==> config.mk <==
export PLATFORM = sky130hd
export DESIGN_NAME = slot_window_address_decoder
export DESIGN_NICKNAME = d
export VERILOG_FILES = /design/src/sv/swad_pkg.sv /design/src/sv/swad_ram.sv /design/src/sv/swad_front.sv /design/src/sv/swad_fifo.sv /design/src/sv/swad_back.sv /design/src/sv/slot_window_address_decoder.sv
export SDC_FILE = /design/constraint.sdc
export NUM_CORES = 2
export LEC_CHECK = 0
export BUFFER_PORTS_ARGS = -buffer_cell sky130_fd_sc_hd__buf_4
export CORE_MARGIN = 1
export CORE_UTILIZATION = 50
export CTS_CLUSTER_DIAMETER = 50
export CTS_CLUSTER_SIZE = 28
export DETAILED_ROUTE_END_ITERATION = 8
export GPL_TIMING_DRIVEN = 1
export PLACE_DENSITY = 0.79
export SYNTH_ARGS = -nofsm -noshare
export SYNTH_HDL_FRONTEND = slang
export SYNTH_HIERARCHICAL = 1
export SYNTH_SLANG_ARGS = --single-unit
==> constraint.sdc <==
create_clock -name clk_i -period 7.7 [get_ports clk_i]
set_input_delay 0.77 -clock clk_i [delete_from_list [all_inputs] [get_ports clk_i]]
set_output_delay 0.77 -clock clk_i [all_outputs]
set_load 0.05 [all_outputs]
==> src/sv/swad_pkg.sv <==
// ----------------------------------------------------------------------------
// Slot window address decoder package
// Types, codes and constants shared by the decoder's modules.
// ----------------------------------------------------------------------------
package swad_pkg;

  localparam int unsigned SlotCountDefault = 32;
  localparam int unsigned MaxRangesDefault = 16;

  localparam int unsigned AddrW      = 32;
  localparam int unsigned OffsetW    = 25;
  localparam int unsigned SizeW      = 4;
  localparam int unsigned IdW        = 4;
  localparam int unsigned WinOffW    = 20;
  localparam int unsigned SlotFieldW = OffsetW - WinOffW;
  localparam int unsigned BaseW      = 12;
  localparam int unsigned HalfW      = 16;

  localparam logic [SizeW-1:0] CtrlSize = SizeW'(4);

  typedef enum logic [1:0] {
    OP_CTRL_WRITE = 2'd0,
    OP_WIN_READ   = 2'd1,
    OP_WIN_WRITE  = 2'd2,
    OP_REG_RANGE  = 2'd3
  } opcode_e;

  typedef enum logic [1:0] {
    ST_OK       = 2'd0,
    ST_BAD_SIZE = 2'd1,
    ST_OVERLAP  = 2'd2,
    ST_FULL     = 2'd3
  } status_e;

  typedef enum logic [2:0] {
    BK_IDLE,
    BK_LOOK,
    BK_SCAN,
    BK_SHIFT,
    BK_WRITE,
    BK_EMIT
  } back_state_e;

  typedef struct packed {
    opcode_e              opcode;
    logic [OffsetW-1:0]   access_offset;
    logic [SizeW-1:0]     access_size;
    logic [AddrW-1:0]     write_data;
    logic [AddrW-1:0]     range_start;
    logic [AddrW-1:0]     range_size;
  } in_t;

  typedef struct packed {
    status_e              status;
    logic                 hit;
    logic [IdW-1:0]       device_id;
    logic [AddrW-1:0]     device_offset;
    logic [AddrW-1:0]     global_address;
    logic                 read_as_zero;
  } out_t;

  typedef struct packed {
    opcode_e              op;
    status_e              status;
    logic [AddrW-1:0]     addr;
    logic [AddrW-1:0]     rstart;
    logic [AddrW-1:0]     rsize;
  } cmd_t;

  typedef struct packed {
    logic [AddrW-1:0]     start;
    logic [AddrW-1:0]     size;
    logic [IdW-1:0]       id;
  } entry_t;

endpackage

==> src/sv/swad_ram.sv <==
// ----------------------------------------------------------------------------
// Slot window address decoder RAM
// Generic single write port, single read port RAM with registered read data.
// ----------------------------------------------------------------------------
module swad_ram #(
  parameter int unsigned Width = 8,
  parameter int unsigned Depth = 16,
  localparam int unsigned AddrW = (Depth > 1) ? $clog2(Depth) : 1
) (
  input  logic             clk_i,
  input  logic             we_i,
  input  logic [AddrW-1:0] waddr_i,
  input  logic [Width-1:0] wdata_i,
  input  logic [AddrW-1:0] raddr_i,
  output logic [Width-1:0] rdata_o
);

  logic [Width-1:0] mem_q [Depth];
  logic [Width-1:0] rdata_q;

  always_ff @(posedge clk_i) begin
    if (we_i) begin
      mem_q[waddr_i] <= wdata_i;
    end
    rdata_q <= mem_q[raddr_i];
  end

  assign rdata_o = rdata_q;

endmodule

==> src/sv/swad_front.sv <==
// ----------------------------------------------------------------------------
// Slot window address decoder front end
// Accepts items, owns the slot base registers and translates window offsets.
// ----------------------------------------------------------------------------
module swad_front #(
  parameter int unsigned SlotCount = swad_pkg::SlotCountDefault
) (
  input  logic             clk_i,
  input  logic             rst_ni,
  input  logic             in_valid_i,
  output logic             in_ready_o,
  input  swad_pkg::in_t    in_data_i,
  input  logic             q_full_i,
  output logic             push_o,
  output swad_pkg::cmd_t   cmd_o
);

  localparam int unsigned SlotIdxW = (SlotCount > 1) ? $clog2(SlotCount) : 1;
  localparam int unsigned PairW    = swad_pkg::OffsetW - 2;

  logic [swad_pkg::BaseW-1:0]      slot_base_q [SlotCount];
  logic [swad_pkg::BaseW-1:0]      slot_base_d [SlotCount];
  logic                            accept;
  logic                            ctrl_ok;
  logic [PairW-1:0]                pair;
  logic [swad_pkg::SlotFieldW-1:0] slot_field;
  logic                            slot_in_map;
  logic [swad_pkg::AddrW-1:0]      win_addr;

  assign in_ready_o = !q_full_i;
  assign accept     = in_valid_i && !q_full_i;
  assign push_o     = accept;
  assign ctrl_ok    = (in_data_i.opcode == swad_pkg::OP_CTRL_WRITE) &&
                      (in_data_i.access_size == swad_pkg::CtrlSize);
  assign pair       = in_data_i.access_offset[swad_pkg::OffsetW-1:2];
  assign slot_field = in_data_i.access_offset[swad_pkg::OffsetW-1:swad_pkg::WinOffW];
  assign slot_in_map = {1'b0, slot_field} < (swad_pkg::SlotFieldW + 1)'(SlotCount);

  always_comb begin
    for (int s = 0; s < SlotCount; s++) begin
      slot_base_d[s] = slot_base_q[s];
      if (accept && ctrl_ok && (pair == PairW'(s >> 1))) begin
        if (s[0]) begin
          slot_base_d[s] = in_data_i.write_data[swad_pkg::HalfW +: swad_pkg::BaseW];
        end else begin
          slot_base_d[s] = in_data_i.write_data[swad_pkg::BaseW-1:0];
        end
      end
    end
  end

  always_ff @(posedge clk_i or negedge rst_ni) begin
    if (!rst_ni) begin
      for (int s = 0; s < SlotCount; s++) begin
        slot_base_q[s] <= '0;
      end
    end else begin
      for (int s = 0; s < SlotCount; s++) begin
        slot_base_q[s] <= slot_base_d[s];
      end
    end
  end

  always_comb begin
    win_addr = '0;
    if (slot_in_map) begin
      win_addr = {slot_base_q[slot_field[SlotIdxW-1:0]],
                  in_data_i.access_offset[swad_pkg::WinOffW-1:0]};
    end
  end

  always_comb begin
    cmd_o.op     = in_data_i.opcode;
    cmd_o.status = swad_pkg::ST_OK;
    if ((in_data_i.opcode == swad_pkg::OP_CTRL_WRITE) && !ctrl_ok) begin
      cmd_o.status = swad_pkg::ST_BAD_SIZE;
    end
    cmd_o.addr   = win_addr;
    cmd_o.rstart = in_data_i.range_start;
    cmd_o.rsize  = in_data_i.range_size;
  end

endmodule

==> src/sv/swad_fifo.sv <==
// ----------------------------------------------------------------------------
// Slot window address decoder command queue
// Two-entry queue that decouples the front end from the back end.
// ----------------------------------------------------------------------------
module swad_fifo (
  input  logic            clk_i,
  input  logic            rst_ni,
  input  logic            push_i,
  input  swad_pkg::cmd_t  data_i,
  output logic            full_o,
  output logic            valid_o,
  output swad_pkg::cmd_t  data_o,
  input  logic            pop_i
);

  swad_pkg::cmd_t mem_q [2];
  logic           wr_ptr_q;
  logic           rd_ptr_q;
  logic [1:0]     cnt_q;
  logic [1:0]     cnt_d;

  assign full_o  = (cnt_q == 2'd2);
  assign valid_o = (cnt_q != 2'd0);
  assign data_o  = mem_q[rd_ptr_q];

  always_comb begin
    cnt_d = cnt_q;
    if (push_i && !pop_i) begin
      cnt_d = cnt_q + 2'd1;
    end else if (!push_i && pop_i) begin
      cnt_d = cnt_q - 2'd1;
    end
  end

  always_ff @(posedge clk_i or negedge rst_ni) begin
    if (!rst_ni) begin
      wr_ptr_q <= 1'b0;
      rd_ptr_q <= 1'b0;
      cnt_q    <= 2'd0;
    end else begin
      cnt_q <= cnt_d;
      if (push_i) begin
        wr_ptr_q <= !wr_ptr_q;
      end
      if (pop_i) begin
        rd_ptr_q <= !rd_ptr_q;
      end
    end
  end

  always_ff @(posedge clk_i) begin
    if (push_i) begin
      mem_q[wr_ptr_q] <= data_i;
    end
  end

endmodule

==> src/sv/swad_back.sv <==
// ----------------------------------------------------------------------------
// Slot window address decoder back end
// Walks the sorted range table for lookups and inserts, and holds the result.
// ----------------------------------------------------------------------------
module swad_back #(
  parameter int unsigned MaxRanges = swad_pkg::MaxRangesDefault
) (
  input  logic            clk_i,
  input  logic            rst_ni,
  input  logic            q_valid_i,
  input  swad_pkg::cmd_t  q_data_i,
  output logic            pop_o,
  output logic            out_valid_o,
  input  logic            out_ready_i,
  output swad_pkg::out_t  out_data_o
);

  localparam int unsigned IdxW = (MaxRanges > 1) ? $clog2(MaxRanges) : 1;
  localparam int unsigned CntW = $clog2(MaxRanges + 1);
  localparam int unsigned EntW = $bits(swad_pkg::entry_t);
  localparam int unsigned AW   = swad_pkg::AddrW;

  swad_pkg::back_state_e state_q, state_d;
  swad_pkg::cmd_t        cmd_q, cmd_d;
  swad_pkg::out_t        res_q, res_d;
  swad_pkg::out_t        out_q;
  logic                  out_valid_q, out_valid_d;
  logic                  load_out;
  logic [IdxW-1:0]       idx_q, idx_d;
  logic [IdxW-1:0]       pos_q, pos_d;
  logic [CntW-1:0]       count_q, count_d;
  logic [AW-1:0]         low_q, low_d;
  logic [AW-1:0]         high_q, high_d;
  logic [AW:0]           prev_end_q, prev_end_d;
  logic [AW:0]           nend_q, nend_d;

  logic                  ram_we;
  logic [IdxW-1:0]       ram_waddr;
  logic [EntW-1:0]       ram_wdata;
  logic [IdxW-1:0]       ram_raddr;
  logic [EntW-1:0]       ram_rdata;
  swad_pkg::entry_t      ent;
  logic [AW:0]           ent_end;
  logic                  last_entry;
  logic                  table_full;
  logic [AW:0]           last_addr;
  logic [AW-1:0]         last_clamped;

  swad_ram #(
    .Width (EntW),
    .Depth (MaxRanges)
  ) u_table (
    .clk_i   (clk_i),
    .we_i    (ram_we),
    .waddr_i (ram_waddr),
    .wdata_i (ram_wdata),
    .raddr_i (ram_raddr),
    .rdata_o (ram_rdata)
  );

  assign ent          = swad_pkg::entry_t'(ram_rdata);
  assign ent_end      = {1'b0, ent.start} + {1'b0, ent.size};
  assign last_entry   = (CntW'(idx_q) + CntW'(1)) == count_q;
  assign table_full   = (count_q == CntW'(MaxRanges));
  assign last_addr    = nend_q - (AW + 1)'(1);
  assign last_clamped = last_addr[AW] ? '1 : last_addr[AW-1:0];

  always_ff @(posedge clk_i or negedge rst_ni) begin
    if (!rst_ni) begin
      state_q <= swad_pkg::BK_IDLE;
    end else begin
      state_q <= state_d;
    end
  end

  always_comb begin
    state_d    = state_q;
    cmd_d      = cmd_q;
    res_d      = res_q;
    idx_d      = idx_q;
    pos_d      = pos_q;
    count_d    = count_q;
    low_d      = low_q;
    high_d     = high_q;
    prev_end_d = prev_end_q;
    nend_d     = nend_q;
    pop_o      = 1'b0;
    load_out   = 1'b0;
    ram_we     = 1'b0;
    ram_waddr  = pos_q;
    ram_wdata  = '0;
    ram_raddr  = idx_q;

    unique case (state_q)
      swad_pkg::BK_IDLE: begin
        if (q_valid_i) begin
          pop_o = 1'b1;
          cmd_d = q_data_i;
          res_d = '0;
          unique case (q_data_i.op)
            swad_pkg::OP_CTRL_WRITE: begin
              res_d.status = q_data_i.status;
              state_d      = swad_pkg::BK_EMIT;
            end
            swad_pkg::OP_WIN_READ, swad_pkg::OP_WIN_WRITE: begin
              res_d.global_address = q_data_i.addr;
              res_d.read_as_zero   = (q_data_i.op == swad_pkg::OP_WIN_READ);
              if ((q_data_i.addr >= low_q) && (q_data_i.addr <= high_q) &&
                  (count_q != '0)) begin
                ram_raddr = '0;
                idx_d     = '0;
                state_d   = swad_pkg::BK_LOOK;
              end else begin
                state_d = swad_pkg::BK_EMIT;
              end
            end
            swad_pkg::OP_REG_RANGE: begin
              nend_d = {1'b0, q_data_i.rstart} + {1'b0, q_data_i.rsize};
              if (table_full) begin
                res_d.status = swad_pkg::ST_FULL;
                state_d      = swad_pkg::BK_EMIT;
              end else if (count_q == '0) begin
                pos_d   = '0;
                state_d = swad_pkg::BK_WRITE;
              end else begin
                ram_raddr = '0;
                idx_d     = '0;
                state_d   = swad_pkg::BK_SCAN;
              end
            end
          endcase
        end
      end

      swad_pkg::BK_LOOK: begin
        ram_raddr = idx_q + IdxW'(1);
        if ((cmd_q.addr >= ent.start) && ({1'b0, cmd_q.addr} < ent_end)) begin
          res_d.hit           = 1'b1;
          res_d.device_id     = ent.id;
          res_d.device_offset = cmd_q.addr - ent.start;
          res_d.read_as_zero  = 1'b0;
          state_d             = swad_pkg::BK_EMIT;
        end else if (last_entry) begin
          state_d = swad_pkg::BK_EMIT;
        end else begin
          idx_d = idx_q + IdxW'(1);
        end
      end

      swad_pkg::BK_SCAN: begin
        ram_raddr  = idx_q + IdxW'(1);
        prev_end_d = ent_end;
        if (ent.start > cmd_q.rstart) begin
          pos_d = idx_q;
          if (((idx_q != '0) && (prev_end_q > {1'b0, cmd_q.rstart})) ||
              (nend_q > {1'b0, ent.start})) begin
            res_d.status = swad_pkg::ST_OVERLAP;
            state_d      = swad_pkg::BK_EMIT;
          end else begin
            ram_raddr = IdxW'(count_q - CntW'(1));
            idx_d     = IdxW'(count_q - CntW'(1));
            state_d   = swad_pkg::BK_SHIFT;
          end
        end else if (last_entry) begin
          pos_d = IdxW'(count_q);
          if (ent_end > {1'b0, cmd_q.rstart}) begin
            res_d.status = swad_pkg::ST_OVERLAP;
            state_d      = swad_pkg::BK_EMIT;
          end else begin
            state_d = swad_pkg::BK_WRITE;
          end
        end else begin
          idx_d = idx_q + IdxW'(1);
        end
      end

      swad_pkg::BK_SHIFT: begin
        ram_we    = 1'b1;
        ram_waddr = idx_q + IdxW'(1);
        ram_wdata = ram_rdata;
        if (idx_q == pos_q) begin
          state_d = swad_pkg::BK_WRITE;
        end else begin
          ram_raddr = idx_q - IdxW'(1);
          idx_d     = idx_q - IdxW'(1);
        end
      end

      swad_pkg::BK_WRITE: begin
        ram_we          = 1'b1;
        ram_waddr       = pos_q;
        ram_wdata       = {cmd_q.rstart, cmd_q.rsize, swad_pkg::IdW'(count_q)};
        count_d         = count_q + CntW'(1);
        res_d.status    = swad_pkg::ST_OK;
        res_d.device_id = swad_pkg::IdW'(count_q);
        if (cmd_q.rstart < low_q) begin
          low_d = cmd_q.rstart;
        end
        if ((cmd_q.rsize != '0) && (last_clamped > high_q)) begin
          high_d = last_clamped;
        end
        state_d = swad_pkg::BK_EMIT;
      end

      swad_pkg::BK_EMIT: begin
        if (!out_valid_q || out_ready_i) begin
          load_out = 1'b1;
          state_d  = swad_pkg::BK_IDLE;
        end
      end

      default: begin
        state_d = swad_pkg::BK_IDLE;
      end
    endcase
  end

  assign out_valid_d = load_out || (out_valid_q && !out_ready_i);

  always_ff @(posedge clk_i or negedge rst_ni) begin
    if (!rst_ni) begin
      out_valid_q <= 1'b0;
      count_q     <= '0;
      low_q       <= '1;
      high_q      <= '0;
      idx_q       <= '0;
      pos_q       <= '0;
    end else begin
      out_valid_q <= out_valid_d;
      count_q     <= count_d;
      low_q       <= low_d;
      high_q      <= high_d;
      idx_q       <= idx_d;
      pos_q       <= pos_d;
    end
  end

  always_ff @(posedge clk_i) begin
    cmd_q      <= cmd_d;
    res_q      <= res_d;
    prev_end_q <= prev_end_d;
    nend_q     <= nend_d;
    if (load_out) begin
      out_q <= res_q;
    end
  end

  assign out_valid_o = out_valid_q;
  assign out_data_o  = out_q;

endmodule

==> src/sv/slot_window_address_decoder.sv <==
// ----------------------------------------------------------------------------
// Slot window address decoder
// Translates slot window offsets to global addresses and matches them against
// a sorted table of device ranges; also programs slot bases and adds ranges.
// ----------------------------------------------------------------------------
// The back end takes one item at a time from the queue, walks the range
// table for a lookup inside the mapped bounds or for a range registration,
// and loads the result into the output register before it takes the next
// item; a two-entry queue and the output register let new items arrive
// while a result waits.
// Reset clears the slot bases, the range count and the mapped bounds at once.
module slot_window_address_decoder #(
  parameter int unsigned SlotCount = swad_pkg::SlotCountDefault,
  parameter int unsigned MaxRanges = swad_pkg::MaxRangesDefault
) (
  input  logic            clk_i,
  input  logic            rst_ni,
  input  logic            in_valid_i,
  output logic            in_ready_o,
  input  swad_pkg::in_t   in_data_i,
  output logic            out_valid_o,
  input  logic            out_ready_i,
  output swad_pkg::out_t  out_data_o
);

  logic           q_full;
  logic           q_push;
  logic           q_valid;
  logic           q_pop;
  swad_pkg::cmd_t q_wdata;
  swad_pkg::cmd_t q_rdata;

  swad_front #(
    .SlotCount (SlotCount)
  ) u_front (
    .clk_i      (clk_i),
    .rst_ni     (rst_ni),
    .in_valid_i (in_valid_i),
    .in_ready_o (in_ready_o),
    .in_data_i  (in_data_i),
    .q_full_i   (q_full),
    .push_o     (q_push),
    .cmd_o      (q_wdata)
  );

  swad_fifo u_fifo (
    .clk_i   (clk_i),
    .rst_ni  (rst_ni),
    .push_i  (q_push),
    .data_i  (q_wdata),
    .full_o  (q_full),
    .valid_o (q_valid),
    .data_o  (q_rdata),
    .pop_i   (q_pop)
  );

  swad_back #(
    .MaxRanges (MaxRanges)
  ) u_back (
    .clk_i       (clk_i),
    .rst_ni      (rst_ni),
    .q_valid_i   (q_valid),
    .q_data_i    (q_rdata),
    .pop_o       (q_pop),
    .out_valid_o (out_valid_o),
    .out_ready_i (out_ready_i),
    .out_data_o  (out_data_o)
  );

endmodule

### Word level (Yosys, flattened, before mapping)

Memory sizes are Yosys's and may differ from the RTL's. A register that Yosys moved wholly into a read port is not among the register bits.
Cells that the tools add are included.

* output and inout bits: 74
* register bits after elaboration: 775
* memory bits (writable): 1286
* memories kept: 2
* word-level logic and storage cells: 259

Memory list
* u_back.u_table.mem_q: words 16, width 68, rd ports 1, clocked after memory_dff 1, wr ports 1, line swad_ram.sv:18 `logic [Width-1:0] mem_q [Depth];`
* u_fifo.mem_q: words 2, width 99, rd ports 1, clocked after memory_dff 0, wr ports 1, line swad_fifo.sv:16 `swad_pkg::cmd_t mem_q [2];`

* magnitude comparators: 11
* $add $sub $neg: 11
* reduce and logical (&&, ||, !) cells: 66
* mux-type cells: 68
* equality and inequality tests: 41
* bitwise logic cells: 1

Operators with widths (count)
* $eq 23x4->1 const B: 8
* $pmux 68 s2: 1
* $gt 33x32->1: 3
* $eq 23x3->1 const B: 4
* $mux 4: 18
* $mux 72: 1
* $add 32x32->33: 2
* $ge 32x32->1: 2
* $gt 32x32->1: 2
* $pmux 32 s2: 1
* $bmux 12 s5: 1
* $eq 23x2->1 const B: 2
* $mux 37: 1
* $lt 32x33->1: 1
* $mux 3: 11
* $mux 33: 1
* $sub 33x1->33 const B: 1
* $le 32x32->1: 1
* $lt 32x32->1: 1
* $mux 32: 1
* $pmux 4 s4: 2
* $reduce_bool 32->1: 1
* $sub 32x32->32: 1
* $logic_and 1x1->1: 28
* 47 further kinds: 103

### Longest topological paths before layout

An unclocked memory read counts as a cell.

* depth after elaboration: 8
* depth in mapped cells: 29
* gate-level depth less buffers: 25

### Modules after synthesis

Netlist, hierarchy kept.

Modules (own cells, without submodules)
* swad_ram: sequential area each 34032.6 sq um, times used 1, area an instance 41982.8 sq um, cells an instance 1750
* swad_back: sequential area each 11255.8 sq um, times used 1, area an instance 26235.2 sq um, cells an instance 2447
* swad_front: sequential area each 9609.2 sq um, times used 1, area an instance 18310.1 sq um, cells an instance 1201
* swad_fifo: sequential area each 6105.9 sq um, times used 1, area an instance 7855.0 sq um, cells an instance 327

### Worst setup path before layout

No wires, ideal clock.

* kind: register to register
* start: register u_back.u_table.rdata_q[14] (netlist: u_back/u_table/rdata_o[14]), read port of u_back.u_table.mem_q
* end: register u_back/res_q[0] (netlist bit), enable pin
* arrival: 6.983 ns
* data required time: 7.223 ns
* slack: 0.240 ns
* stages on the path, launching flop included: 24
* path through: dfxtp_1 -> ha_1 -> and4_1 -> and2_1 -> o21bai_1 -> and3b_1 -> nor3_1 -> nor2_1 -> a21oi_1 -> a221o_1 -> a2111o_1 -> a21o_1 -> a21oi_1 -> xnor2_1 -> inv_1 -> ha_1 -> nand3_1 -> nor3_1 -> a221oi_1 -> o21ai_0 -> o31a_1 -> nor4_2 -> nand2_1 -> a211oi_1

* cells in the longest elaborated chain, start to end: 5

RTL lines
* start, declared: line swad_ram.sv:19 `logic [Width-1:0] rdata_q;`
* $add 32x32->33: line swad_back.sv:62 `assign ent_end = {1'b0, ent.start} + {1'b0, ent.size};`
* named net u_back.ent_end[31]: line swad_back.sv:43 `logic [AW:0] ent_end;`
* $lt 32x33->1: line swad_back.sv:137 `if ((cmd_q.addr >= ent.start) && ({1'b0, cmd_q.addr} < ent_end)) begin`
* $logic_and 1x1->1: line swad_back.sv:137
* $ne 2x1->1 (no line)
* $reduce_and 3->1 (no line)
* end signal, assigned: line swad_back.sv:240 `res_q <= res_d;`
* end, declared: line swad_back.sv:25 `swad_pkg::out_t res_q, res_d;`

The timed path passes the listed nets, and every way through them passes these cells.
A chain may end at the register's enable or synchronous reset.

### Worst setup path in the final report

* start: register u_back.u_table.rdata_q[37] (netlist: u_back/u_table/rdata_o[37]), read port of u_back.u_table.mem_q
* end: register u_back/res_q[41] (netlist bit), enable pin

Same word-level chain as after synthesis.

==> metrics.txt <==
final setup violation count 0; area used by sequential logic in the layout approximately 0.061 sq mm; mean area per synthesized cell ~16 sq um; GRT Util Overall 0.249; ratio of routed vias to standard cells between 6 and 7; EDFF count, synth 1,594; DRT antenna net count 0; I/O pin count 205; overall via count from detail_route 52.6k; placed cells roughly 8.2k; YS warnings 6; startpoint-to-endpoint class of the critical path flip-flop to flip-flop; Setup crit start u_back/u_table/rdata_o[37]$_DFF_P_; register-to-register setup slack 0.82 ns; Period minus WS final 6.88 ns; initial standard-cell utilization of the core 0.503; CTS clk-pin slew, worst paths 0.10 ns; net count reported at finish 6,387; Initial DRC Count 5,687; remaining max-slew budget at the tightest pin 0.0983; net count of the mapped netlist 6,251; dominant cells by area after synthesis edfxtp_1 51%, dfrtp_1 12%, mux4_2 8.2%, ha_1 5.2%, mux2_2 4.7%; gpl congestion 1.00; slowest cell on the critical path nor4_2; FILL cells 14.0k; global route total overflow 0; FF-to-FF End u_back/res_q[41]$_DFFE_PP_; class of the tightest hold or removal check input port to async pin; post-cts hold buffer count 0; crit share post-route 0.893; average detailed-routed wire length per instance 28.1 um; ratio of cells with drive above 1 in the final layout 0.260; highest clock frequency the design can meet 145 MHz; post-synthesis async set-or-reset flop share 0.220; Worst Clk Skew 0.0511 ns; number of register bits inferred by synthesis roughly 2.1k; Tightest Pin Transition 1.35 ns; total wire length after detailed routing 239,000 um; Inserted Clock Buffers around 160; wire length of the first global-routing pass about 350,000 um; WP data arrival 7.38 ns; number of gates resized after cts 0; PD cells 416 mW/mm^2; Max IR drop VDD 449 uV; library cell used as clock root buffer clkbuf_16; Num Clock Sinks 2,131; buffers added on ports approximately 200; most frequently used flop master after synthesis edfxtp_1; largest net degree at the start of global routing 191; worst skew pair latency 0.85 ns; area of the mapped netlist 0.0944 sq mm; slowest stage delay, CP 0.53 ns; total setup buffers inserted after CTS 0; number of remaining DRC errors 0; setup repair after global routing missed its margin false; number of detailed-route iterations in the first pass 6; total count of hold-check failures in the final report 0; area added between synthesis and finish 10.5%; H-tree depth reported by CTS 4; ordered cell list for the critical path ha_1 -> a211oi_1 -> o21ai_0 -> nand3b_1 -> and3b_1 -> nor3_1 -> nor2_1 -> a21oi_1 -> a221o_1 -> a2111o_1 -> a21o_1 -> a21oi_1 -> xnor2_1 -> inv_1 -> ha_1 -> nand3_1 -> nor3_1 -> a221oi_1 -> o21ai_0 -> o31a_1 -> nor4_2 -> nand2_1 -> a211oi_4 -> buf_12; required time of the critical path between 8 and 9 ns; worst r2r src u_back/u_table/rdata_o[37]$_DFF_P_; detailed-placement wirelength estimate 155,000 um; final max-slew violation count 0; outcome finished clean; vias in the first global route 52.9k; Chip Height 436 um; CTS tree done; Core Rows ~160; Max Cap Viol 0; non-filler instance count after layout ~8.5k; Critical Path Start Type flip-flop; Setup TNS 0 ns; Max FO, Critical Path 31; die area 0.191 sq mm; library cell with the largest summed area after synthesis edfxtp_1; area of combinational cells with multiple inputs 0.0309 sq mm; fraction of synthesized cell area taken by the top area cell type 0.507; logic depth of the worst register-to-register path 24; Max clock buf depth 3; number of antenna violations at the first check in global routing 6; die width 436 um; total core area 0.188 sq mm; Yosys cell types 87; number of standard cells after synthesis roughly 5.7k; leakage component of the power 39.9 nW; fraction of the yosys area taken by sequential cells 0.646; CP Capture Type flip-flop
## area by class of cell
type	instances	share of cell area
clock inverters	124	0.0170
repair buffers	311	0.0249
multi-input cells	3054	0.296
inverters	205	0.00738
diodes	4	0.0000960
clock buffers	172	0.0395
well taps	2495	0.0299
flip-flops and latches	2131	0.585
## logic make-up after synthesis
group,Yosys count,share of synthesized area
flops,2131,0.646
mux,951,0.157
compound gates,823,0.0586
simple gates,743,0.0430
buf+inv,540,0.0292
fa+ha+maj,395,0.0526
xor+xnor,141,0.0133
other cells,1,0.0000397
## per-layer routing
| layer | track usage | routed length [um] |
|---|---|---|
| met1 | 0.334 | 94100 |
| met3 | 0.0397 | 18700 |
| met5 | 0 | 13 |
| met2 | 0.403 | 115000 |
| met4 | 0.109 | 11000 |
## flip-flops by register name (all words and copies together) (netlist names), 2 cells and up
register	count
u_front/slot_base_q	384
u_back/idx_q	4
u_back/res_q	72
u_back/u_table/mem_q	1088
u_fifo/cnt_q	2
u_fifo/mem_q	200
u_back/nend_q	33
u_back/u_table/rdata_o	68
u_back/low_q	32
u_back/out_data_o	72
u_back/pos_q	4
u_back/prev_end_q	33
u_back/cmd_q	96
u_back/count_q	5
u_back/state_q	3
u_back/high_q	32
## metrics by stage
step | setup WS [ns] | util | cell area, sq um | power [mW] | hold slack (ns)
2_1_floorplan | 0.240 | - | 94400 | 28.3 | 0.400
3_5_place_dp | 1.03 | 0.525 | 98400 | 34.2 | 0.405
5_1_grt | 0.491 | 0.556 | 104000 | 45.4 | 0.0748
3_3_place_gp | 1.01 | 0.525 | 98400 | 33.7 | 0.404
4_1_cts | 0.977 | 0.556 | 104000 | 43.4 | 0.0282
6_report | 0.824 | 0.556 | 104000 | 43.4 | 0.0410
## cells in the mapped netlist, drive strengths merged (52+ instances only)
cell type	number
clkbuf	140
buf	195
nand4	56
a21oi	173
a21o	87
xnor2	92
o21ai	121
mux2i	90
ha	392
inv	205
a22oi	149
mux2	517
mux4	344
nor2	157
dfrtp	437
edfxtp	1594
nand2	188
dfxtp	68
o22ai	52
## cells in the final DEF, fill, tap and decap left out, types with 51 or more instances in the layout
| cell type | Yosys | final |
|---|---|---|
| mux4_2 | 344 | 344 |
| mux2_4 | 90 | 90 |
| a22oi_1 | 149 | 149 |
| xnor2_1 | 92 | 92 |
| clkbuf_16 | 0 | 161 |
| a21oi_1 | 173 | 172 |
| nand4_1 | 55 | 55 |
| o21ai_0 | 121 | 121 |
| o22ai_1 | 52 | 51 |
| nand2_1 | 167 | 167 |
| edfxtp_1 | 1594 | 1594 |
| mux2_2 | 394 | 394 |
| a21o_1 | 87 | 87 |
| inv_1 | 204 | 205 |
| ha_1 | 392 | 391 |
| nor2_1 | 156 | 141 |
| dfxtp_1 | 68 | 68 |
| dfrtp_1 | 437 | 436 |
| mux2i_1 | 90 | 90 |
| buf_4 | 128 | 290 |
## critical path: cells and delay by family (launching register included)
family	cells	cell delay, ns
adder cells (fa/ha/maj)	2	0.58
AO/OA/AOI/OAI	11	3.19
AND/OR/NAND/NOR	8	1.70
XOR/XNOR	1	0.25
buffers and inverters	2	0.39
flip-flops	1	0.43
## how the worst max path moves through the flow
stage | depth (start not counted) | endpoint
finish | 24 | u_back/res_q[41]$_DFFE_PP_
global route | 24 | u_back/res_q[41]$_DFFE_PP_
CTS | 24 | u_back/res_q[68]$_DFFE_PP_
detailed placement | 24 | u_back/res_q[66]$_DFFE_PP_
global placement | 24 | u_back/res_q[67]$_DFFE_PP_
floorplan | 23 | u_back/res_q[0]$_SDFFCE_PP0P_
## power breakdown
| group | switching, mW | internal [mW] | total (mW) |
|---|---|---|---|
| Combinational | 11.3 | 7.50 | 18.8 |
| Clock | 4.65 | 4.48 | 9.13 |
| Sequential | 0.865 | 14.6 | 15.4 |
Note: power is estimated with default switching activity, not from simulation.
